File: src/design/rau_pkg.sv
// Shared types, constants and helpers of the rational arithmetic unit.
package rau_pkg;

	localparam int NUM_WIDTH   = 32;
	localparam int FIELD_W     = 32;
	localparam int MAG_W       = 2 * NUM_WIDTH;
	localparam int CNT_W       = $clog2(MAG_W);
	localparam int QUEUE_DEPTH = 2;
	localparam int PTR_W       = $clog2(QUEUE_DEPTH);

	localparam logic [MAG_W-1:0] LIM_NEG = MAG_W'(1) << (NUM_WIDTH - 1);
	localparam logic [MAG_W-1:0] LIM_POS = LIM_NEG - MAG_W'(1);

	typedef enum logic [2:0] {
		CMD_ADD, CMD_SUB, CMD_MUL, CMD_DIV, CMD_LT, CMD_GT, CMD_EQ, CMD_NE
	} cmd_t;

	typedef enum logic [1:0] {
		ST_OK   = 2'd0,
		ST_OVF  = 2'd1,
		ST_ZDEN = 2'd2
	} status_t;

	typedef struct packed {
		cmd_t                      cmd;
		logic signed [FIELD_W-1:0] num_a;
		logic signed [FIELD_W-1:0] den_a;
		logic signed [FIELD_W-1:0] num_b;
		logic signed [FIELD_W-1:0] den_b;
	} rau_in_t;

	typedef struct packed {
		logic signed [FIELD_W-1:0] res_num;
		logic signed [FIELD_W-1:0] res_den;
		logic                      compare_true;
		status_t                   status;
	} rau_out_t;

	// Classified item: three magnitude products p = x * y with sign s.
	// Numerator (or difference for compares) is p0 + p1, denominator is p2.
	typedef struct packed {
		cmd_t                 cmd;
		logic                 cmp;
		logic                 zden;
		logic                 flip;
		logic [NUM_WIDTH-1:0] x0;
		logic [NUM_WIDTH-1:0] y0;
		logic                 s0;
		logic [NUM_WIDTH-1:0] x1;
		logic [NUM_WIDTH-1:0] y1;
		logic                 s1;
		logic [NUM_WIDTH-1:0] x2;
		logic [NUM_WIDTH-1:0] y2;
		logic                 s2;
	} rau_job_t;

	typedef enum logic [3:0] {
		B_IDLE, B_MUL0, B_MUL1, B_MUL2, B_SUM, B_DEC,
		B_STRIP, B_AODD, B_GCD, B_DIV, B_FIT, B_OUT
	} back_state_t;

	// Signed magnitude to output field: wrap to NUM_WIDTH, sign-extend.
	function automatic logic signed [FIELD_W-1:0] to_field(input logic neg,
			input logic [MAG_W-1:0] mag);
		logic [MAG_W-1:0]            v;
		logic signed [NUM_WIDTH-1:0] t;
		v = neg ? (~mag + MAG_W'(1)) : mag;
		t = v[NUM_WIDTH-1:0];
		return FIELD_W'(t);
	endfunction

endpackage

File: src/design/rau_front.sv
// Front end: accepts items, decodes the command and sets up the products.
module rau_front (
	input  logic              clk,
	input  logic              arst_n,
	input  logic              op_valid,
	output logic              op_stall,
	input  rau_pkg::rau_in_t  op,
	output logic              job_valid,
	input  logic              job_stall,
	output rau_pkg::rau_job_t job
);
	import rau_pkg::*;

	logic [NUM_WIDTH-1:0] na_w, da_w, nb_w, db_w;
	logic [NUM_WIDTH-1:0] na_m, da_m, nb_m, db_m;
	logic                 na_n, da_n, nb_n, db_n, rneg;
	logic [NUM_WIDTH-1:0] one_w;
	rau_job_t             cls;
	rau_job_t             job_q;
	logic                 valid_q;

	assign na_w  = op.num_a[NUM_WIDTH-1:0];
	assign da_w  = op.den_a[NUM_WIDTH-1:0];
	assign nb_w  = op.num_b[NUM_WIDTH-1:0];
	assign db_w  = op.den_b[NUM_WIDTH-1:0];
	assign na_n  = na_w[NUM_WIDTH-1];
	assign da_n  = da_w[NUM_WIDTH-1];
	assign nb_n  = nb_w[NUM_WIDTH-1];
	assign db_n  = db_w[NUM_WIDTH-1];
	assign na_m  = na_n ? (~na_w + NUM_WIDTH'(1)) : na_w;
	assign da_m  = da_n ? (~da_w + NUM_WIDTH'(1)) : da_w;
	assign nb_m  = nb_n ? (~nb_w + NUM_WIDTH'(1)) : nb_w;
	assign db_m  = db_n ? (~db_w + NUM_WIDTH'(1)) : db_w;
	assign one_w = NUM_WIDTH'(1);
	assign rneg  = nb_n ^ (op.cmd == CMD_SUB);

	always_comb begin
		cls     = '0;
		cls.cmd = op.cmd;
		unique case (op.cmd)
			CMD_ADD, CMD_SUB: begin
				if (da_w == db_w) begin
					cls.x0 = na_m; cls.y0 = one_w; cls.s0 = na_n;
					cls.x1 = nb_m; cls.y1 = one_w; cls.s1 = rneg;
					cls.x2 = da_m; cls.y2 = one_w; cls.s2 = da_n;
				end else begin
					cls.x0 = na_m; cls.y0 = db_m; cls.s0 = na_n ^ db_n;
					cls.x1 = nb_m; cls.y1 = da_m; cls.s1 = rneg ^ da_n;
					cls.x2 = da_m; cls.y2 = db_m; cls.s2 = da_n ^ db_n;
				end
			end
			CMD_MUL: begin
				cls.x0 = na_m; cls.y0 = nb_m; cls.s0 = na_n ^ nb_n;
				cls.x2 = da_m; cls.y2 = db_m; cls.s2 = da_n ^ db_n;
			end
			CMD_DIV: begin
				cls.x0 = na_m; cls.y0 = db_m; cls.s0 = na_n ^ db_n;
				cls.x2 = da_m; cls.y2 = nb_m; cls.s2 = da_n ^ nb_n;
			end
			default: begin
				// compare: difference na*db - nb*da
				cls.cmp  = 1'b1;
				cls.zden = (da_w == '0) || (db_w == '0);
				cls.flip = da_n ^ db_n;
				cls.x0 = na_m; cls.y0 = db_m; cls.s0 = na_n ^ db_n;
				cls.x1 = nb_m; cls.y1 = da_m; cls.s1 = !(nb_n ^ da_n);
			end
		endcase
	end

	assign op_stall  = valid_q && job_stall;
	assign job_valid = valid_q;
	assign job       = job_q;

	always_ff @(posedge clk or negedge arst_n) begin
		if (!arst_n) begin
			valid_q <= 1'b0;
		end else if (!op_stall) begin
			valid_q <= op_valid;
		end
	end

	always_ff @(posedge clk) begin
		if (op_valid && !op_stall) begin
			job_q <= cls;
		end
	end

endmodule

File: config.mk
export PLATFORM = sky130hd
export DESIGN_NAME = rau_front
export DESIGN_NICKNAME = d
export VERILOG_FILES = /design/src/design/rau_pkg.sv /design/src/design/rau_front.sv
export SDC_FILE = /design/constraint.sdc
export NUM_CORES = 1
export LEC_CHECK = 0
export CORE_UTILIZATION = 50
export CTS_CLUSTER_SIZE = 10
export DETAILED_ROUTE_END_ITERATION = 16
export DONT_BUFFER_PORTS = 1
export PLACE_DENSITY_LB_ADDON = 0.15
export REMOVE_ABC_BUFFERS = 1
export SYNTH_ARGS = -nofsm -noshare
export SYNTH_HDL_FRONTEND = slang
export SYNTH_SLANG_ARGS = --single-unit
export TNS_END_PERCENT = 10
File: constraint.sdc
create_clock -name clk -period 26 [get_ports clk]
set_input_delay 2.6 -clock clk [delete_from_list [all_inputs] [get_ports clk]]
set_output_delay 2.6 -clock clk [all_outputs]
set_load 0.03 [all_outputs]
# Yosys cells after proc, flatten, opt, wreduce, memory -nomap -nowiden
# Cells that the tools add are included.
totals:
  in_bits: 135
  wordCells: 52
  ff_bits: 202
op_classes:
  bitwise: 10
  n_mux: 9
  reduce_logical: 11
  n_eq_ne: 4
  add_sub_neg: 4
ops:
  columns: ["op", "count"]
  rows:
  - ["$pmux W65 S3", 1]
  - ["$mux W163", 1]
  - ["$pmux W65 S2", 1]
  - ["$add A32 B1 Y32 const B", 4]
  - ["$mux W32", 4]
  - ["$not A32 Y32", 4]
  - ["$pmux W33 S2", 1]
  - ["$logic_not A32 Y1", 2]
  - ["$eq A32 B32 Y1", 1]
  - ["$eq A3 B2 Y1 const B", 2]
  - ["$xor A1 B1 Y1", 6]
  - ["$reduce_or A2 Y1", 2]
  - ["$reduce_or A4 Y1", 1]
  - ["$eq A3 B1 Y1 const B", 1]
  - ["$logic_not A3 Y1", 1]
  - ["$mux W3", 1]
  - ["$logic_and A1 B1 Y1", 2]
  - ["$logic_not A1 Y1", 2]
  - ["$logic_or A1 B1 Y1", 1]

# Logic depth before layout (Yosys ltp)
# Gate-level depths: netlist of the first run.
depth:
  word_depth: 5
  ltp_mapped: 9
  depth_no_buf: 9

# Worst setup path after synthesis of the first run
# OpenSTA, ideal clock, no wires.
synth_path:
  kind: "input to register"
  start: "in job_stall"
  end: "reg job_q (netlist bit job[0]) (enable)"
  slack_ps: 13555
  setup_time_ps: 785
  t_arrival_ps: 11660
  stages: 2
  path_cell_list: "and2_1 -> nor2b_1"
synth_between:
  elab_chain_cells: 3
synth_rtl:
  columns: ["item", "line", "text"]
  rows:
  - ["start: declaration", "rau_front.sv:9", "input logic job_stall,"]
  - ["$logic_and A1 B1 Y1", "rau_front.sv:71", "assign op_stall = valid_q && job_stall;"]
  - ["$logic_not A1 Y1", "rau_front.sv:84", "if (op_valid && !op_stall) begin"]
  - ["$logic_and A1 B1 Y1", "rau_front.sv:84", null]
  - ["end signal: assignment", "rau_front.sv:85", "job_q <= cls;"]
  - ["end: declaration", "rau_front.sv:19", "rau_job_t job_q;"]
# No other way between the ends.
# A chain may end at the register's enable or synchronous reset.

# Final worst setup path of the first run
layout_path:
  start: "in job_stall"
  end: "out op_stall"
layout_between:
  elab_chain_cells: 1
layout_rtl:
  columns: ["item", "line", "text"]
  rows:
  - ["$logic_and A1 B1 Y1", "rau_front.sv:71", null]
  - ["end: declaration", "rau_front.sv:6", "output logic op_stall,"]
# No other way between the ends.

==> flow_summary.toml, run 1 <==
[worst_setup_path]
path_depth = 1
crit_path_max_incr_delay_ns = 0.36
crit_family = "simple AND/OR/NAND/NOR gates"
arrival_ns = 2.96
crit_type = "primary input to output port"
worst_ep_required_time_ns = 23.40
cp_max_fo = 3
worst-path-buf-inv = 0
critical-path-slowest-cell = "and2_1"
cp-end-kind = "output port"
rr_worst_depth = 3
start_kind = "primary input"
crit_chain = "and2_1"
worst_setup_path_startpoint = "job_stall"
r2r-start = "job_valid$_DFFE_PN0N_"

[cts]
cts-hold-fix-buffers = 0
cts_resized = 0
cts.sinks = 202
clk_latency_ns = 0.50
cts_buffers = 24
htree_levels = 1
cts.clk_slew.worst_paths_ns = 0.05
cts_tree = "done"
clock_path_buffers = 3
cts_root_buffer = "clkbuf_16"
post-cts-setup-buffers = 0

[global_routing]
grt_max_degree = 202
use_met3_pct = 11.4
gr-usage-met2_pct = 44.3
grt_pass1_wl_mm = 39.2
gr-usage-met1_pct = 26.7
antenna_found_initial = 0
grt-busiest-layer = "met2"
overflow = 0
grt_usage_pct = 25.4
grt_pass1_vias = 6725

[synth]
ys.flop_type = "edfxtp_1"
synthArstFlopShare_pct = 0.495
yosysWarnings = 0
synth_area_leader_cell = "edfxtp_1"
yosysMostFrequentCell = "edfxtp_1"
ys_types = 45
synth_edf_count = 201
synth_common_cells = "201 x edfxtp_1, 109 x nor2_1, 91 x xor2_1"
synthTopCellsByArea = "edfxtp_1 59%, xor2_1 7.8%, xnor2_1 5.2%, nor2_1 4.0%, o22ai_1 3.3%"
synth_area_per_cell_um2 = 11.8
synth_top_cell_area_share_pct = 59.4
syn_inst = 859
ys_seq_area_share_pct = 59.7
synth-seq-cells = 202
syn_area_mm2 = 0.0102

[sta]
period_share_pct = 21.4
skew_ns = 0.00858
rsz0062_at_grt = "false"
setup_violations = 0
slew-limit-headroom_pct = 18.9
fmax_mhz = 180
tns_ns = 0
final-hold-violation-count = 0
worst_pin_slew_ns = 1.22
min_period_ns = 5.56
drv_slew = 0

[drt]
wl_per_cell_um = 24.3
viasPerCell = 6.21
dr.pass1.iters = 5
antenna_left = 0
vias = 6956
drc_errors = 0
drt_iter0_markers = 460
routed_wl_mm = 27.2

[final_layout]
nFillCells = 1692
syn_to_final_growth_pct = 8.76
antenna_cells = 0
final_nets = 985
multiInputGateArea_mm2 = 0.00389
drive_above_1_share_pct = 6.32
seq_area_mm2 = 0.00606

[power_and_ir_drop]
leakagePower_nw = 3.69
powerDensity_mw_per_mm2 = 73.4
p_total_uw = 810
ir_drop_uv = 38.3

[outcome]
status = "finished clean"

[die]
fp.dieArea_mm2 = 0.0209
die_h_um = 145
die_w_um = 145
row_count = 51
core-area_mm2 = 0.0197
start_util_pct = 51.7
io_pins = 338

[flow_run]
cap_violations = 0

[placed_design]
port-buffer-count = 0
dpl.hpwl_mm = 19.7
gp_congestion = 0.857

[hold_path]
hp-class = "flip-flop to flip-flop"
hp-start = "job_valid$_DFFE_PN0N_"
min_path_cells = 2
## per-stage QoR
step                      cell area, um^2  instances  utilization, %  hold slack, ns  setup slack [ns]
after global placement              10400       1085            52.9            1.15             20.44
after global routing                11000       1120            56.2            1.20             20.42
after floorplan                      9990        815               -            1.06             13.56
after detailed placement            10400       1085            52.9            1.15             20.44
final                               11000       1120            56.2            1.16             20.44
after CTS                           11000       1120            56.2            1.17             20.44
## registers in the layout (all words and copies together) (netlist names)
name       flops
job_valid      1
job          201
## cell families (layout without fill, tap and decap cells)
| family | after synthesis | in the layout | share of synthesized area (%) |
|---|---|---|---|
| AOI/OAI and AO/OA | 177 | 177 | 11.3 |
| muxes | 7 | 7 | 0.739 |
| DFF | 202 | 202 | 59.7 |
| and+or+nand+nor | 260 | 260 | 12.6 |
| adders and majority gates | 4 | 4 | 0.493 |
| xor gates and xnor gates | 151 | 151 | 13.0 |
| buffers and inverters | 58 | 54 | 2.14 |
## routing by layer
metal | wire, um | share of wire (%)
met1 | 9390 | 34
met2 | 13600 | 50
met3 | 3400 | 12
met4 | 845 | 3.1
met5 | 0 | 0
## power by group
part	leakage [nW]	switching (mW)	internal, mW	total (mW)
clock network	0.318	0.121	0.167	0.289
logic	1.41	0.0443	0.0276	0.0718
registers	1.96	0.0564	0.393	0.450
## placed cells by master (no fill, tap or decap), types with 3 or more instances in the layout
cell type	netlist	routed
xor2_1	91	91
clkbuf_16	0	24
o22ai_1	53	53
or4_4	4	4
nor4_1	15	15
o21ai_0	50	50
mux2_2	4	4
inv_1	14	14
xnor2_1	60	60
nand2b_1	9	9
or2_2	8	8
nand3b_1	3	3
ha_1	4	4
mux2i_1	3	3
nand4_1	7	7
or4_1	10	10
nand3_1	4	4
a31oi_1	4	4
nor2b_1	4	3
o41ai_1	15	15
or3_1	29	29
buf_4	0	4
o31ai_1	35	35
nor3_1	7	7
edfxtp_1	201	201
a21oi_1	8	6
clkbuf_1	42	8
nand2_1	43	43
nor2_1	109	108
## path summary, 6_finish.rpt
path / endpoint / slack, ns
worst min register to register: job_valid$_DFFE_PN0N_ / 1.16
max in group asynchronous: job_valid$_DFFE_PN0N_ / 24.15
min in group asynchronous: job_valid$_DFFE_PN0N_ / 1.79
worst min-delay path: job_valid$_DFFE_PN0N_ / 1.16
worst max register to register: job[91]$_DFFE_PP_ / 23.63
worst max-delay path: op_stall / 20.44
## final cells by class
| type | instances | share of cell area (%) |
|---|---|---|
| tap | 265 | 3.00 |
| clock inverter | 3 | 0.227 |
| inverter | 14 | 0.476 |
| multi-input combinational | 599 | 35.2 |
| sequential | 202 | 54.9 |
| timing repair buffer | 5 | 0.453 |
| clock buffer | 32 | 5.71 |
(Power assumes the default switching activity.)
==> run 2, diff against run 1 <==
- ABC_AREA: unset -> 1
- clock period: 26 -> 4.8 ns (I/O delays scaled with it)
==> flow_summary.toml, run 2 <==
[outcome]
status = "finished clean"

[cts]
clock_path_buffers = 3
cts.clk_slew.worst_paths_ns = 0.05
cts.sinks = 202
post-cts-setup-buffers = 0
clk_latency_ns = 0.53
cts-hold-fix-buffers = 1
htree_levels = 1
cts_buffers = 25
cts_resized = 0
cts_root_buffer = "clkbuf_16"
cts_tree = "done"

[sta]
fmax_mhz = 418
drv_slew = 0
final.setup.worst_slack_ns = 2.41
final-hold-violation-count = 0
holdWs_ns = 0.0451
rsz0062_at_grt = "false"
min_period_ns = 2.39
period_share_pct = 49.8
setup_violations = 0
worst_pin_slew_ns = 0.892
slew-limit-headroom_pct = 40.4
skew_ns = 0.0122

[placed_design]
dpl.hpwl_mm = 26.6
pre_cts_ws_ns = 2.41
port-buffer-count = 0
place_area_mm2 = 0.0121
gp_congestion = 0.946

[drt]
dr.pass1.iters = 5
routed_wl_mm = 34.9
drc_errors = 0
drt_iter0_markers = 650
wl_per_cell_um = 19.8
vias = 9530
antenna_left = 0
viasPerCell = 5.41

[synth]
synth_top_cell_area_share_pct = 51.2
ys_seq_area_share_pct = 51.4
synth_edf_count = 201
syn_area_mm2 = 0.0118
ys_types = 39
synthArstFlopShare_pct = 0.495
yosysMostFrequentCell = "nand2_1"
synth_area_per_cell_um2 = 8.20
synth-seq-cells = 202
synth_common_cells = "473 x nand2_1, 236 x nor2_1, 201 x edfxtp_1"
yosysWarnings = 0
synthTopCellsByArea = "edfxtp_1 51%, nand2_1 15%, nor2_1 7.5%, xor2_1 5.3%, inv_1 4.5%"
ys.flop_type = "edfxtp_1"
synth_area_leader_cell = "edfxtp_1"
syn_inst = 1439

[global_routing]
overflow = 0
grt_pass1_wl_mm = 51.7
grt_max_degree = 74
grt_pass1_vias = 8891
grt_usage_pct = 28.2
antenna_found_initial = 0

[final_layout]
seq_area_mm2 = 0.00606
nFillCells = 2160
utilization_pct = 55.8
design_area_mm2 = 0.0128
syn_to_final_growth_pct = 8.29
antenna_cells = 0
final_common_cell = "nand2_1"
final_cell_mix = "473 x nand2_1, 234 x nor2_1, 201 x edfxtp_1"
final_nets = 1575
multiInputGateArea_mm2 = 0.00500
drive_above_1_share_pct = 4.35
largest_register_ffs = 201

[flow_run]
cap_violations = 0

[worst_setup_path]
crit_family = "simple AND/OR/NAND/NOR gates"
cp-end-kind = "flip-flop"
worst-path-buf-inv = 2
crit_type = "flip-flop to flip-flop"
cp_max_fo = 34
start_kind = "flip-flop"
arrival_ns = 2.56
critical-path-slowest-cell = "nor2_4"
worst_ep_required_time_ns = 4.97
crit_path_max_incr_delay_ns = 0.68
crit_chain = "nand2_1, inv_1, nor2_4, buf_4"

[power_and_ir_drop]
powerDensity_mw_per_mm2 = 357
p_total_mw = 4.57
ir_drop_uv = 224
leakagePower_nw = 5.42

[die]
row_count = 55
start_util_pct = 51.5
die_w_um = 156
io_pins = 338
die_h_um = 156
fp.dieArea_mm2 = 0.0242
core-area_mm2 = 0.0229

[hold_path]
hp-class = "primary input to flip-flop"
run 2: path summary, 6_finish.rpt:
kind,end,start,cells after the start,slack (ns)
max,job[176]$_DFFE_PP_,job_valid$_DFFE_PN0N_,4,2.41
min,job[163]$_DFFE_PP_,op[96],0,0.05
max reg2reg,job[176]$_DFFE_PP_,job_valid$_DFFE_PN0N_,4,2.41
min reg2reg,job_valid$_DFFE_PN0N_,job_valid$_DFFE_PN0N_,2,0.70
max in group asynchronous,job_valid$_DFFE_PN0N_,arst_n,1,4.52
min in group asynchronous,job_valid$_DFFE_PN0N_,arst_n,1,0.18
run 2: cells by family after synthesis:
family | share of synthesized area (%)
buffers and inverters | 6.37
adder cells (fa/ha/maj) | 0.424
flip-flops | 51.4
AO/OA/AOI/OAI | 3.06
AND/OR/NAND/NOR | 30.3
XOR/XNOR | 8.47
run 2: metrics by stage:
step | TNS, ns | instances
after CTS | 0 | 1761
final | 0 | 1761
after floorplan | -1023.53 | 1400
after global routing | 0 | 1761
after global placement | 0 | 1721
after detailed placement | 0 | 1721
run 2: cell type report:
cell class	count	area share, %
clock inverter	5	0.245
timing repair buffer	9	0.744
clock buffer	34	5.16
tap	313	3.07
inverter	143	4.20
sequential	202	47.4
multi-input combinational	1055	39.1
run 2: layer usage:
metal,track usage (%),share of wire [%],vias up
met5,0,0,-
met4,9.01,3.2,0
met3,9.03,10,58
met2,47.3,47,457
met1,34.5,40,4401
li1,-,-,4614
run 2: power by group:
group / switching [mW] / total (mW) / internal [mW]
Combinational: 0.335 / 0.499 / 0.164
Clock: 0.693 / 1.64 / 0.948
Sequential: 0.301 / 2.43 / 2.12
run 2: worst register-to-register path, delay by kind of cell, from the launching register on:
family | cells | cell delay, ns
flip-flops | 1 | 0.48
AND/OR/NAND/NOR | 2 | 0.81
buffers and inverters | 2 | 0.73
