[config.mk]
export PLATFORM = sky130hd
export DESIGN_NAME = rau_queue
export DESIGN_NICKNAME = d
export VERILOG_FILES = /design/src/design/rau_pkg.sv /design/src/design/rau_queue.sv
export SDC_FILE = /design/constraint.sdc
export NUM_CORES = 1
export LEC_CHECK = 0
export BUFFER_PORTS_ARGS = -buffer_cell sky130_fd_sc_hd__buf_2
export CAP_MARGIN = 5
export CORE_UTILIZATION = 25
export CTS_CLUSTER_DIAMETER = 80
export CTS_CLUSTER_SIZE = 25
export DETAILED_ROUTE_END_ITERATION = 16
export PLACE_DENSITY_LB_ADDON = 0.3
export SLEW_MARGIN = 10
export SYNTH_ARGS = -nofsm -noshare
export SYNTH_HDL_FRONTEND = slang
export SYNTH_SLANG_ARGS = --single-unit
[constraint.sdc]
create_clock -name clk -period 11.4 [get_ports clk]
set_input_delay 1.71 -clock clk [delete_from_list [all_inputs] [get_ports clk]]
set_output_delay 1.71 -clock clk [all_outputs]
set_load 0.005 [all_outputs]
[src/design/rau_pkg.sv]
// Shared types, constants and helpers of the rational arithmetic unit.
package rau_pkg;

	localparam int NUM_WIDTH   = 32;
	localparam int FIELD_W     = 32;
	localparam int MAG_W       = 2 * NUM_WIDTH;
	localparam int CNT_W       = $clog2(MAG_W);
	localparam int QUEUE_DEPTH = 2;
	localparam int PTR_W       = $clog2(QUEUE_DEPTH);

	localparam logic [MAG_W-1:0] LIM_NEG = MAG_W'(1) << (NUM_WIDTH - 1);
	localparam logic [MAG_W-1:0] LIM_POS = LIM_NEG - MAG_W'(1);

	typedef enum logic [2:0] {
		CMD_ADD, CMD_SUB, CMD_MUL, CMD_DIV, CMD_LT, CMD_GT, CMD_EQ, CMD_NE
	} cmd_t;

	typedef enum logic [1:0] {
		ST_OK   = 2'd0,
		ST_OVF  = 2'd1,
		ST_ZDEN = 2'd2
	} status_t;

	typedef struct packed {
		cmd_t                      cmd;
		logic signed [FIELD_W-1:0] num_a;
		logic signed [FIELD_W-1:0] den_a;
		logic signed [FIELD_W-1:0] num_b;
		logic signed [FIELD_W-1:0] den_b;
	} rau_in_t;

	typedef struct packed {
		logic signed [FIELD_W-1:0] res_num;
		logic signed [FIELD_W-1:0] res_den;
		logic                      compare_true;
		status_t                   status;
	} rau_out_t;

	// Classified item: three magnitude products p = x * y with sign s.
	// Numerator (or difference for compares) is p0 + p1, denominator is p2.
	typedef struct packed {
		cmd_t                 cmd;
		logic                 cmp;
		logic                 zden;
		logic                 flip;
		logic [NUM_WIDTH-1:0] x0;
		logic [NUM_WIDTH-1:0] y0;
		logic                 s0;
		logic [NUM_WIDTH-1:0] x1;
		logic [NUM_WIDTH-1:0] y1;
		logic                 s1;
		logic [NUM_WIDTH-1:0] x2;
		logic [NUM_WIDTH-1:0] y2;
		logic                 s2;
	} rau_job_t;

	typedef enum logic [3:0] {
		B_IDLE, B_MUL0, B_MUL1, B_MUL2, B_SUM, B_DEC,
		B_STRIP, B_AODD, B_GCD, B_DIV, B_FIT, B_OUT
	} back_state_t;

	// Signed magnitude to output field: wrap to NUM_WIDTH, sign-extend.
	function automatic logic signed [FIELD_W-1:0] to_field(input logic neg,
			input logic [MAG_W-1:0] mag);
		logic [MAG_W-1:0]            v;
		logic signed [NUM_WIDTH-1:0] t;
		v = neg ? (~mag + MAG_W'(1)) : mag;
		t = v[NUM_WIDTH-1:0];
		return FIELD_W'(t);
	endfunction

endpackage

[src/design/rau_queue.sv]
// Short queue between front and back end.
module rau_queue (
	input  logic              clk,
	input  logic              arst_n,
	input  logic              push_valid,
	output logic              push_stall,
	input  rau_pkg::rau_job_t push_job,
	output logic              pop_valid,
	input  logic              pop_stall,
	output rau_pkg::rau_job_t pop_job
);
	import rau_pkg::*;

	rau_job_t         mem_q [QUEUE_DEPTH];
	logic [PTR_W-1:0] wr_ptr_q, rd_ptr_q;
	logic [PTR_W:0]   count_q;
	logic             push, pop;

	assign push_stall = (count_q == (PTR_W+1)'(QUEUE_DEPTH));
	assign pop_valid  = (count_q != '0);
	assign pop_job    = mem_q[rd_ptr_q];
	assign push       = push_valid && !push_stall;
	assign pop        = pop_valid && !pop_stall;

	always_ff @(posedge clk or negedge arst_n) begin
		if (!arst_n) begin
			wr_ptr_q <= '0;
			rd_ptr_q <= '0;
			count_q  <= '0;
		end else begin
			if (push) wr_ptr_q <= wr_ptr_q + PTR_W'(1);
			if (pop)  rd_ptr_q <= rd_ptr_q + PTR_W'(1);
			if (push && !pop)      count_q <= count_q + (PTR_W+1)'(1);
			else if (pop && !push) count_q <= count_q - (PTR_W+1)'(1);
		end
	end

	always_ff @(posedge clk) begin
		if (push) begin
			mem_q[wr_ptr_q] <= push_job;
		end
	end

	a_count_bound: assert property (@(posedge clk) disable iff (!arst_n)
		count_q <= (PTR_W+1)'(QUEUE_DEPTH))
		else $error("queue count beyond depth");

	a_no_pop_empty: assert property (@(posedge clk) disable iff (!arst_n)
		(count_q == '0) |=> !$past(pop))
		else $error("pop from empty queue");

	a_push_full: assert property (@(posedge clk) disable iff (!arst_n)
		(count_q == (PTR_W+1)'(QUEUE_DEPTH) && !pop) |=> $stable(count_q))
		else $error("count moved while full and not popped");

endmodule

Yosys cells after proc, flatten, opt, wreduce, memory -nomap -nowiden

Memories as Yosys holds them, arrays and structs flattened.
Cells that the tools add are included.

Register bits after elaboration: 4
Memory bits (writable): 402
Word-level logic and storage cells: 23
Memories: 1

Memory list:

| memory | depth | bits a word | rd ports | clocked after Yosys merged registers in | write ports | RTL line        | RTL |
|---|---|---|---|---|---|---|---|
| mem_q  | 2     | 201         | 1        | 0                                       | 1           | rau_queue.sv:14 | `rau_job_t mem_q [QUEUE_DEPTH];` |

Reductions and logical operators: 10
Muxes and demuxes: 4
Equal/unequal tests: 1
Add/sub/neg operators: 4

Operators by type and width:

| operator                                                            | count |
|---|---|
| 1-bit logical AND                                                   | 4 |
| 1-bit logical NOT                                                   | 4 |
| 2-bit two-way mux                                                   | 2 |
| 2-bit nonzero test                                                  | 2 |
| 1-bit adder (second input constant)                                 | 2 |
| 2-bit by 1-bit adder with 2-bit output (second input constant)      | 1 |
| 2-bit equality test (second input constant)                         | 1 |
| 1-bit two-way mux                                                   | 2 |
| 2-bit by 1-bit subtractor with 2-bit output (second input constant) | 1 |

Depth between registers and ports, before layout

Gate-level depths: netlist of the first run.

Word-level depth: 7
Depth in mapped cells: 7

Worst setup path after synthesis of the first run

Ideal clock, no wire load.

Path type: input port to flip-flop
Start: input port push_valid
End: memory mem_q[0][0] in the netlist's numbering (enable)
Path slack: 503 ps
Required time: 10,635 ps
Arrival: 10,132 ps
Stages: 2
Cells stage by stage: nand2_1 > nor2_1

Longest elaborated chain between the ends: 3

Ends and longest elaborated chain:

| item                                    | RTL line        | RTL |
|---|---|---|
| start, declared                         | rau_queue.sv:5  | `input logic push_valid,` |
| 1-bit logical AND                       | rau_queue.sv:22 | `assign push = push_valid && !push_stall;` |
| 1-bit two-way mux                       | rau_queue.sv:39 | `if (push) begin` |
| 1-bit two-way mux (implied by the code) | rau_queue.sv:40 | `mem_q[wr_ptr_q] <= push_job;` |
| end, declared                           | rau_queue.sv:14 |  |

Every way passes these cells.

==> results.md, run 1 <==
- Status: finished clean
- Layout Skew: between 0.02 and 0.03 ns
- Post-synthesis simple-gate area fraction: 0.263%
- Core area: about 58,000 um2
- Final Wtd Congestion: ~0.75
- Root Buffer: clkbuf_16
- Final Util: 31.9%
- Slew Viols, Final: 0
- Buffers on Ports: 407
- Syn_nets: 850
- Syn. warnings: 0
- Post-CTS resize count: 0
- Leak: 6.67 nW
- Die Y: 245 um
- Post-Synth XOR/XNOR Area: less than 1%
- Post-Route Hold Slack: 0.507 ns
- Max-cap violations: 0
- Post-synthesis area per instance: about 23 um2
- H-tree levels: 1
- Worst EP required: approximately 9.7 ns
- Critical-path cell list: buf_4 -> buf_4 -> mux2_2 -> buf_2
- Final Cycle Share: 44.7%
- RSZ-0062 raised after global routing: false
- Initial antenna violation count: 9
- Seq/Total Area, Yosys: approximately 83%
- Dpl cell area: 17,600 um2
- Register bit total from synthesis: a little over 400
- Hold WC Path Type: register to register
- Cells after DPL: between 1,500 and 2,000
- Minimum clock period: between 5 and 6 ns
- Largest net degree at the start of global routing: 161
- Number of CTS-inserted buffers: 25
- Io pins: 408
- Clk sink count: 406
- Crit-path leading delay family: buffers and inverters
- Peak supply drop: between 0.0001 and 0.00015 V
- Layout fillers: about 5,700
- Layout net count: around 1,300
- Worst-Skew Late Latency: around 0.57 ns
- Crit-path slowest cell: dfrtp_4
- DRT antenna net count: 0
- CTS tree: yes
- Site Rows: about 90
- WP buf/inv: 3
- Mapped Cells: between 600 and 700
- Fmax: ~200 MHz
- Drc violations: 0
- Die W: 245 um
- Layout Cells excl Fill: 1,847
- Fin. Hold Viols: 0
- Worst hold path startpoint: count_q[1]
- CP Class: register to primary output
- Pwr dens: ~240 nW/um2
- Mapped cell area: between 10,000 and 15,000 um2
- Hold endpoint: count_q[1]
- Mux contribution to synthesized area: between 10% and 20%
- Design Area, Final: ~18,000 um2
- Worst Reg-to-Reg Cells: 4
- Largest family of logic cells by synthesized area: multiplexers
- Final Setup Violations: 0
- Most frequent cells in the layout: buf_2, edfxtp_1, mux2_2
- Worst-path maximum fanout: 65
- CP Capture Type: primary output
- HPWL Detailed: 22,100 um
- Largest stage delay, worst path: 0.78 ns
- Startpoint Class: register
- Worst r2r dst: mem_q[0][125]
- DR WL/cell: 17.7 um
- Adder and majority cell fraction of the synthesized area: less than 1%
- Detailed Route Iter0 Violations: 233
- Compound-Gate Fraction of Synth Area: 0%
- Worst path arrival time: 3.39 ns
- Deepest clock path buffer count: 3
- Via count: ~7,400
- Worst-Margin Slew: approximately 1 ns
- Drt pass-1 iters: 4
- Reg-to-Reg Start: count_q[0]
- Syn-to-layout area delta: 25.3%
- Worst hold stages: 1
- Clock-pin slew on the worst setup and hold paths: roughly 0.090 ns
- Final setup TNS: 0 ns
- Post-CTS Setup Repair Bufs: 0
- Hold_buf cts: 0
- Most common cell after layout, fill and taps aside: buf_2
- Die ar.: about 60,000 um2
- Vias in the first global route: ~7,700
- Total track usage: approximately a tenth
- Share of cells above drive strength 1: 61.1%
- Initial core utilization: between 20 and 30%
- Most frequent CP cell: buf_4
- Worst relative slew slack: 33.7%
- Via/cell ratio: ~4.0
- Remaining Overflow, GRT: 0
- Routed WL: around 33,000 um
- R2R setup slack: 8.60 ns
- First-pass GRT wire length: approximately 47,000 um
- Distinct cells, synth: 16
-- metal layers --
metal	wire (um)	track usage, %
met1	12500	11.7
met2	16800	18.4
met3	2260	3.20
met4	1010	3.53
met5	69	0
-- how the worst max path moves through the flow --
stage | startpoint | end | slack [ns] | cells past startpoint
2_1_floorplan | push_valid | mem_q[0][0] | 0.50 | 2
4_1_cts | rd_ptr_q | pop_job[122] | 6.15 | 4
3_3_place_gp | rd_ptr_q | pop_job[130] | 6.85 | 4
6_report | rd_ptr_q | pop_job[122] | 6.30 | 4
3_5_place_dp | rd_ptr_q | pop_job[122] | 6.81 | 4
5_1_grt | rd_ptr_q | pop_job[122] | 6.04 | 4
-- cells by family (layout without fill, tap and decap cells) --
kind of cell / Yosys count / in the layout
muxes: 201 / 201
DFF: 406 / 406
buffers and inverters: 24 / 458
other: 0 / 4
adders and majority gates: 1 / 1
and+or+nand+nor: 7 / 7
xor gates and xnor gates: 5 / 5
-- sequential cells by signal (all words and copies together) (netlist names) --
register / flops
rd_ptr_q: 1
wr_ptr_q: 1
mem_q: 402
count_q: 2
-- power by group --
| group | leakage [nW] | internal, W | switching (W) |
|---|---|---|---|
| combinational | 2.49 | 0.000594 | 0.000639 |
| clock | 0.401 | 0.000453 | 0.000523 |
| sequential | 3.78 | 0.00204 | 0.000101 |
-- cell usage after synthesis, drive strengths merged --
library cell,count,area (um2)
nand2,1,3.75
xor2,2,17.5
nor2,2,7.51
buf,22,190
inv,2,7.51
nand2b,1,6.26
edfxtp,402,12100
xnor2,3,26.3
dfrtp,4,100
ha,1,12.5
and3,1,6.26
or2b,1,8.76
mux2,201,2260
or2,1,6.26
-- layout make-up --
class | count | area, um2 | share of cell area [%]
clock inverter | 14 | 200 | 1.08
multi-input combinational | 214 | 2370 | 12.8
tap | 765 | 957 | 5.19
timing repair buffer | 414 | 2100 | 11.4
inverter | 2 | 7.51 | 0.0407
antenna | 4 | 10.0 | 0.0542
clock buffer | 28 | 637 | 3.45
sequential | 406 | 12200 | 66.0
-- per-stage QoR --
step | setup WS, ns | total power, W
final | 6.30 | 0.00435
after global routing | 6.04 | 0.00459
after floorplan | 0.503 | 0.00299
after CTS | 6.15 | 0.00445
after global placement | 6.85 | 0.00345
after detailed placement | 6.81 | 0.00346
-- worst reg2reg max path: cells and delay by family, from the launching register on --
family	cells	cell delay, ns
flip-flops	1	0.41
buffers and inverters	1	0.81
AND/OR/NAND/NOR	3	1.08
No activity file was read; power rests on OpenSTA's default activity.
==> run 2: changes to the inputs <==
- clock period: 11.4 -> 5.2 ns (I/O delays scaled with it)
==> run 2 against run 1 <==
Effect of this change: flip-flop and latch count did not move; cell area up 0.28%; critical path type unchanged; register-to-register slack got worse by 5.3 ns; total power is 120% higher; die area is the same; worst setup slack worse by 4.6 ns.
==> results.md, run 2 (synthesis gave the netlist of run 1 again) <==
- Clock-pin slew on the worst setup and hold paths: about 0.1 ns
- Clk sink count: roughly 410
- Site Rows: just under 90
- Vias in the first global route: between 7,000 and 8,000
- Via count: approximately 7,400
- Critical path depth: 3
- Max Used Layer: met5
- WL met2: 16,700 um
- Layout Skew: 0.0203 ns
- Drt pass-1 iters: 6
- Root Buffer: clkbuf_16
- Status: finished clean
- Layout net count: 1,272
- DRT antenna net count: 0
- Buffers on Ports: slightly above 400
- Slew Viols, Final: 0
- Max-cap violations: 0
- Worst Reg-to-Reg Cells: 4
- Crit-path leading delay family: flip-flops
- Drc violations: 0
- Worst relative slew slack: about a third
- Most frequent cells in the layout: buf_2, edfxtp_1, mux2_2
- Final Setup Violations: 0
- Final Wtd Congestion: between 0.7 and 0.8
- Fin. Hold Viols: 0
- Post-CTS Setup Repair Bufs: 0
- Die Y: between 200 and 250 um
- Largest regs: mem_q x402, count_q x2
- Register Area: around 12,000 um2
- Initial antenna violation count: 8
- HPWL Detailed: between 20,000 and 25,000 um
- Leak: approximately 6.7 nW
- Worst hold path startpoint: push_job[18]
- R2R setup slack: between 3 and 4 ns
- Fmax: 288 MHz
- Max FFs per register: 402
- Core area: roughly 58,000 um2
- Final Util: approximately a third
- Worst-Skew Late Latency: around 0.57 ns
- DR WL/cell: 17.4 um
- Syn-to-layout area delta: 25.7%
- Crit-path slowest cell: dfrtp_4
- RSZ-0062 raised after global routing: false
- Pwr dens: slightly above 500 nW/um2
- Final Cycle Share: about two thirds
- Worst path arrival time: about 2.7 ns
- Worst setup path end: pop_job[51]
- H-tree levels: 1
- Post-CTS resize count: 0
- Startpoint Class: register
- Reg-to-Reg Start: count_q[0]
- Share of cells above drive strength 1: between 60% and 70%
- Minimum clock period: about 3.5 ns
- Via/cell ratio: roughly 4.0
- Worst r2r dst: mem_q[0][111]
- Remaining Overflow, GRT: 0
- Most common cell after layout, fill and taps aside: buf_2
- Largest stage delay, worst path: 1.10 ns
- Final setup TNS: 0 ns
- Die W: ~240 um
- Hold WC Path Type: input pin to register
- Worst-Margin Slew: 1.02 ns
- Hold_buf cts: 1
- Critical-path cell list: buf_12 -> mux2_2 -> buf_2
- Worst-path maximum fanout: 64
- Dpl cell area: between 15,000 and 20,000 um2
- Layout fillers: 5,786
- Detailed Route Iter0 Violations: roughly 290
- Routed WL: between 30,000 and 40,000 um
- Met3 WL post-DR: between 2000 and 3000 um
- Total track usage: 10.2%
- Biggest register: mem_q
- Final WS setup: ~1.7 ns
- Worst setup path start: rd_ptr_q
- CP Capture Type: primary output
- First-pass GRT wire length: roughly 47,000 um
- Number of CTS-inserted buffers: 24
- Peak supply drop: roughly 0.00032 V
- Multi-input logic area: 2370 um2
- Largest net degree at the start of global routing: roughly 110
- Wire length on met1: ~12,000 um
- Initial core utilization: roughly a quarter
- Deepest clock path buffer count: 3
- CP Class: register to primary output
- Die ar.: around 60,000 um2
- Design Area, Final: about 19,000 um2
- Io pins: 408
- Worst EP required: between 4 and 5 ns
- Place WS: 2.28 ns
- CTS tree: yes
- WP buf/inv: 2
## run 2: cell count changes in the layout (fill, tap and decap cells not counted), sizes merged
cell,before,now
clkinv,5,4
dlygate4sd3,0,1
buf,414,417
bufinv,1,0
inv,9,8
clkinvlp,1,2
clkbuf,28,30
## run 2: layout make-up
cell class                      instances  share of cell area, %
Sequential cell                       406                   65.8
Multi-Input combinational cell        214                   12.8
Timing Repair Buffer                  418                   11.9
Tap cell                              765                   5.17
Clock buffer                           30                   3.48
Clock inverter                         12                  0.804
Antenna cell                            4                 0.0541
Inverter                                2                 0.0406
## run 2: how the worst min path moves through the flow
stage | endpoint | slack, ns | depth (start not counted)
finish | mem_q[1][18] | 0.39 | 1
global route | mem_q[1][29] | 0.33 | 1
CTS | mem_q[0][23] | 0.34 | 1
detailed placement | count_q[1] | 0.48 | 1
global placement | count_q[1] | 0.47 | 1
floorplan | count_q[1] | 0.46 | 1
## run 2: worst register-to-register path: stages (launching register included)
cell      delay (ns)
dfrtp_1         0.41
nand2b_1        0.18
nand2_1         0.16
nor2_4          0.18
buf_12          0.42
## run 2: through the flow
| step | hold slack [ns] | total power (W) | std cells |
|---|---|---|---|
| final | 0.386 | 0.00951 | 1851 |
| after global routing | 0.333 | 0.0100 | 1849 |
| after CTS | 0.342 | 0.00971 | 1847 |
| after detailed placement | 0.477 | 0.00761 | 1804 |
| after global placement | 0.474 | 0.00759 | 1804 |
| after floorplan | 0.456 | 0.00641 | 644 |
## run 2: routing by layer
layer	track usage (%)	up-vias
met1	11.1	3695
li1	-	3400
met5	0	-
met2	18.7	219
met3	3.32	55
met4	3.20	6
## run 2: power breakdown
part,total (W),internal (W),switching (W)
combinational,0.00270,0.00136,0.00134
sequential,0.00474,0.00447,0.000270
clock,0.00207,0.000936,0.00113
==> run 3: changes to the inputs <==
- ABC_AREA: unset -> 1
- clock period: 5.2 -> 3.2 ns (I/O delays scaled with it)
==> run 3 against run 2 <==
Effect of this change: register-to-register slack got worse by 2.2 ns; combinational power increased by 84%; flip-flop and latch count did not move; routed wire length is 8.4% higher; worst hold slack got worse by 0.30 ns; via count rose by 25%; sequential share of layout area decreased by 0.87 points; critical path depth rose by 2; non-clock buffer count up 2; synthesized cell count increased by 68%; area after synthesis up 1.3%; critical path type unchanged; largest cell class unchanged.
==> results.md, run 3 <==
- Syn_nets: ~1,300
- Startpoint Class: register
- Die ar.: around 60,000 um2
- Biggest register: mem_q
- CP Capture Type: primary output
- Peak supply drop: about 0.00054 V
- Net Switching: 0.00550 W
- Post-synth ARST share: less than 1%
- Clk sink count: just over 400
- Clock-pin slew on the worst setup and hold paths: 0.09 ns
- Number of CTS-inserted buffers: 26
- Design Area, Final: about 19,000 um2
- Critical-path cell list: inv_6 -> buf_12 -> nand2_1 -> nand2_1 -> buf_2
- Vias in the first global route: between 9,000 and 10,000
- Post-synth EDFFs: ~400
- Syn. warnings: 0
- Leak: ~7.8 nW
- Worst-Margin Slew: between 0.8 and 0.9 ns
- First-pass GRT wire length: between 50,000 and 60,000 um
- Via count: just over 9,000
- Most common cell after layout, fill and taps aside: nand2_1
- Yosys top cell by area: edfxtp_1
- Final Wtd Congestion: ~0.74
- Largest net degree at the start of global routing: 130
- Minimum clock period: about 2.8 ns
- Io pins: 408
- Layout Skew: 0.0225 ns
- Distinct cells, synth: 14
- Layout Cells excl Fill: between 2,000 and 2,500
- Synth top cells by count: nand2_1, edfxtp_1, buf_2
- Drc violations: 0
- Worst path arrival time: between 2 and 2.5 ns
- Register bit total from synthesis: 406
- Pwr dens: 869 nW/um2
- Worst EP required: roughly 2.7 ns
- Top cells by area, synth: edfxtp_1, nand2_1, buf_6
- Die W: ~250 um
- Via/cell ratio: 4.04
- Prevailing post-synth register cell: edfxtp_1
- DRT antenna net count: 0
- H-tree levels: 1
- Clk pwr share: roughly 23%
- Drt pass-1 iters: 4
- Largest stage delay, worst path: ~0.67 ns
- P_int: 0.0108 W
- Combinational Power Share: 30.5%
- Routed WL: 34,800 um
- Initial antenna violation count: 6
- Total track usage: 10.9%
- Layout net count: 1,692
- Mapped cell area: ~15,000 um2
- Fmax: ~350 MHz
- CP Class: register to primary output
- Worst hold stages: 1
- RSZ-0062 raised after global routing: false
- Final Setup Violations: 0
- Detailed Route Iter0 Violations: between 300 and 400
- Post-CTS Setup Repair Bufs: 0
- Max FFs per register: roughly 400
- DR WL/cell: about 15 um
- Worst-path maximum fanout: ~130
- Core area: a little under 60,000 um2
- Dominant cell by count in the synthesized netlist: nand2_1
- Seq/Total Area, Yosys: 81.6%
- Worst Reg-to-Reg Cells: 7
- Hold WC Path Type: input pin to register
- Syn-to-layout area delta: 25.7%
- Mapped Cells: 1,083
- Largest regs: mem_q x402, count_q x2
- Crit-path slowest cell: dfrtp_4
- Max-cap violations: 0
- Deepest clock path buffer count: 3
- Status: finished clean
- Dpl cell area: 17,800 um2
- Post-synthesis area per instance: ~14 um2
- Die Y: around 250 um
- Most frequent cells in the layout: nand2_1, buf_2, edfxtp_1
- Cells after DPL: 2,230
- Root Buffer: clkbuf_16
- Remaining Overflow, GRT: 0
- Sw Ratio: about a third
- Initial core utilization: roughly 25%
- Seq pwr share: 46.3%
- Share of cells above drive strength 1: a little under a third
- Worst-Skew Late Latency: about 0.58 ns
- Worst relative slew slack: a little under half
- CTS tree: yes
- Fin. Hold Viols: 0
- Most frequent CP cell: nand2_1
- Slew Viols, Final: 0
- HPWL Detailed: 22,400 um
- Synth top area share: 80.9%
- Layout fillers: about 6,000
- Final Cycle Share: approximately nine tenths
- Site Rows: 89
- Buffers on Ports: between 400 and 500
==> run 3: cell types whose count changed after synthesis, moves of 2 or more <==
cell     previous run  this run
buf_2               2        22
buf_4              12         3
buf_6               8        20
inv_1               2         8
mux2_2            201         0
nand2_1             1       614
nand3_1             0         2
xnor2_1             3         1
xor2_1              2         0
==> run 3: critical path, delay by kind of cell (launching register included) <==
kind	cells	cell delay, ns
buffers and inverters	3	0.73
DFF	1	0.67
and+or+nand+nor	2	0.22
==> run 3: power by group through the flow <==
stage | Sequential, W | Clock [W] | Combinational, W
after CTS | 0.00756 | 0.00395 | 0.00515
after floorplan | 0.00769 | 0 | 0.00284
final | 0.00755 | 0.00379 | 0.00497
after detailed placement | 0.00768 | 0 | 0.00513
after global placement | 0.00765 | 0 | 0.00511
after global routing | 0.00765 | 0.00410 | 0.00565
==> run 3: per-stage QoR <==
stage | setup WS (ns) | hold WS [ns] | power [W] | utilization (%) | TNS (ns)
6_report | 0.369 | 0.0857 | 0.0163 | 31.8 | 0
5_1_grt | 0.199 | 0.0372 | 0.0174 | 31.8 | 0
4_1_cts | 0.332 | 0.0227 | 0.0167 | 31.8 | 0
3_5_place_dp | 0.982 | 0.338 | 0.0128 | 30.1 | 0
3_3_place_gp | 0.980 | 0.336 | 0.0128 | 30.1 | 0
2_1_floorplan | -0.879 | 0.184 | 0.0105 | - | -349.07
==> run 3: cell families after synthesis <==
group,Yosys count,share of synthesized area (%)
AO/OA/AOI/OAI,1,0.0335
adder cells (fa/ha/maj),1,0.0838
XOR/XNOR,1,0.0587
buffers and inverters,54,2.64
AND/OR/NAND/NOR,620,15.6
flip-flops,406,81.6
==> run 3: final cells by class <==
cell class	instances	area (um2)	area share [%]
Antenna cell	1	2.50	0.0133
Clock buffer	30	697	3.71
Clock inverter	15	258	1.37
Inverter	9	42.5	0.227
Multi-Input combinational cell	623	2370	12.6
Sequential cell	406	12200	64.9
Tap cell	773	967	5.16
Timing Repair Buffer	420	2250	12.0
==> run 3: routing by layer <==
| metal | vias to the layer above | track usage, % | routed length, um |
|---|---|---|---|
| li1 | 4453 | - | - |
| met1 | 4406 | 13.6 | 14700 |
| met2 | 293 | 18.1 | 16500 |
| met3 | 46 | 3.79 | 2850 |
| met4 | 10 | 2.25 | 655 |
| met5 | - | 0 | 61 |
==> run 3: final timing paths <==
check                         startpoint             to  slack (ns)
setup / recovery                rd_ptr_q   pop_job[107]        0.37
hold / removal             push_job[133]  mem_q[1][133]        0.09
setup reg to reg              count_q[1]   mem_q[0][81]        1.17
hold reg to reg                 wr_ptr_q       wr_ptr_q        0.49
max in group asynchronous         arst_n       wr_ptr_q        2.71
min in group asynchronous         arst_n       rd_ptr_q        0.31
==> run 3: what timing repair did <==
item                                   CTS  global route
resized for setup                        0             0
endpoints found under the hold margin    4             0
hold buffers                             1             0
setup endpoints to repair                0             0
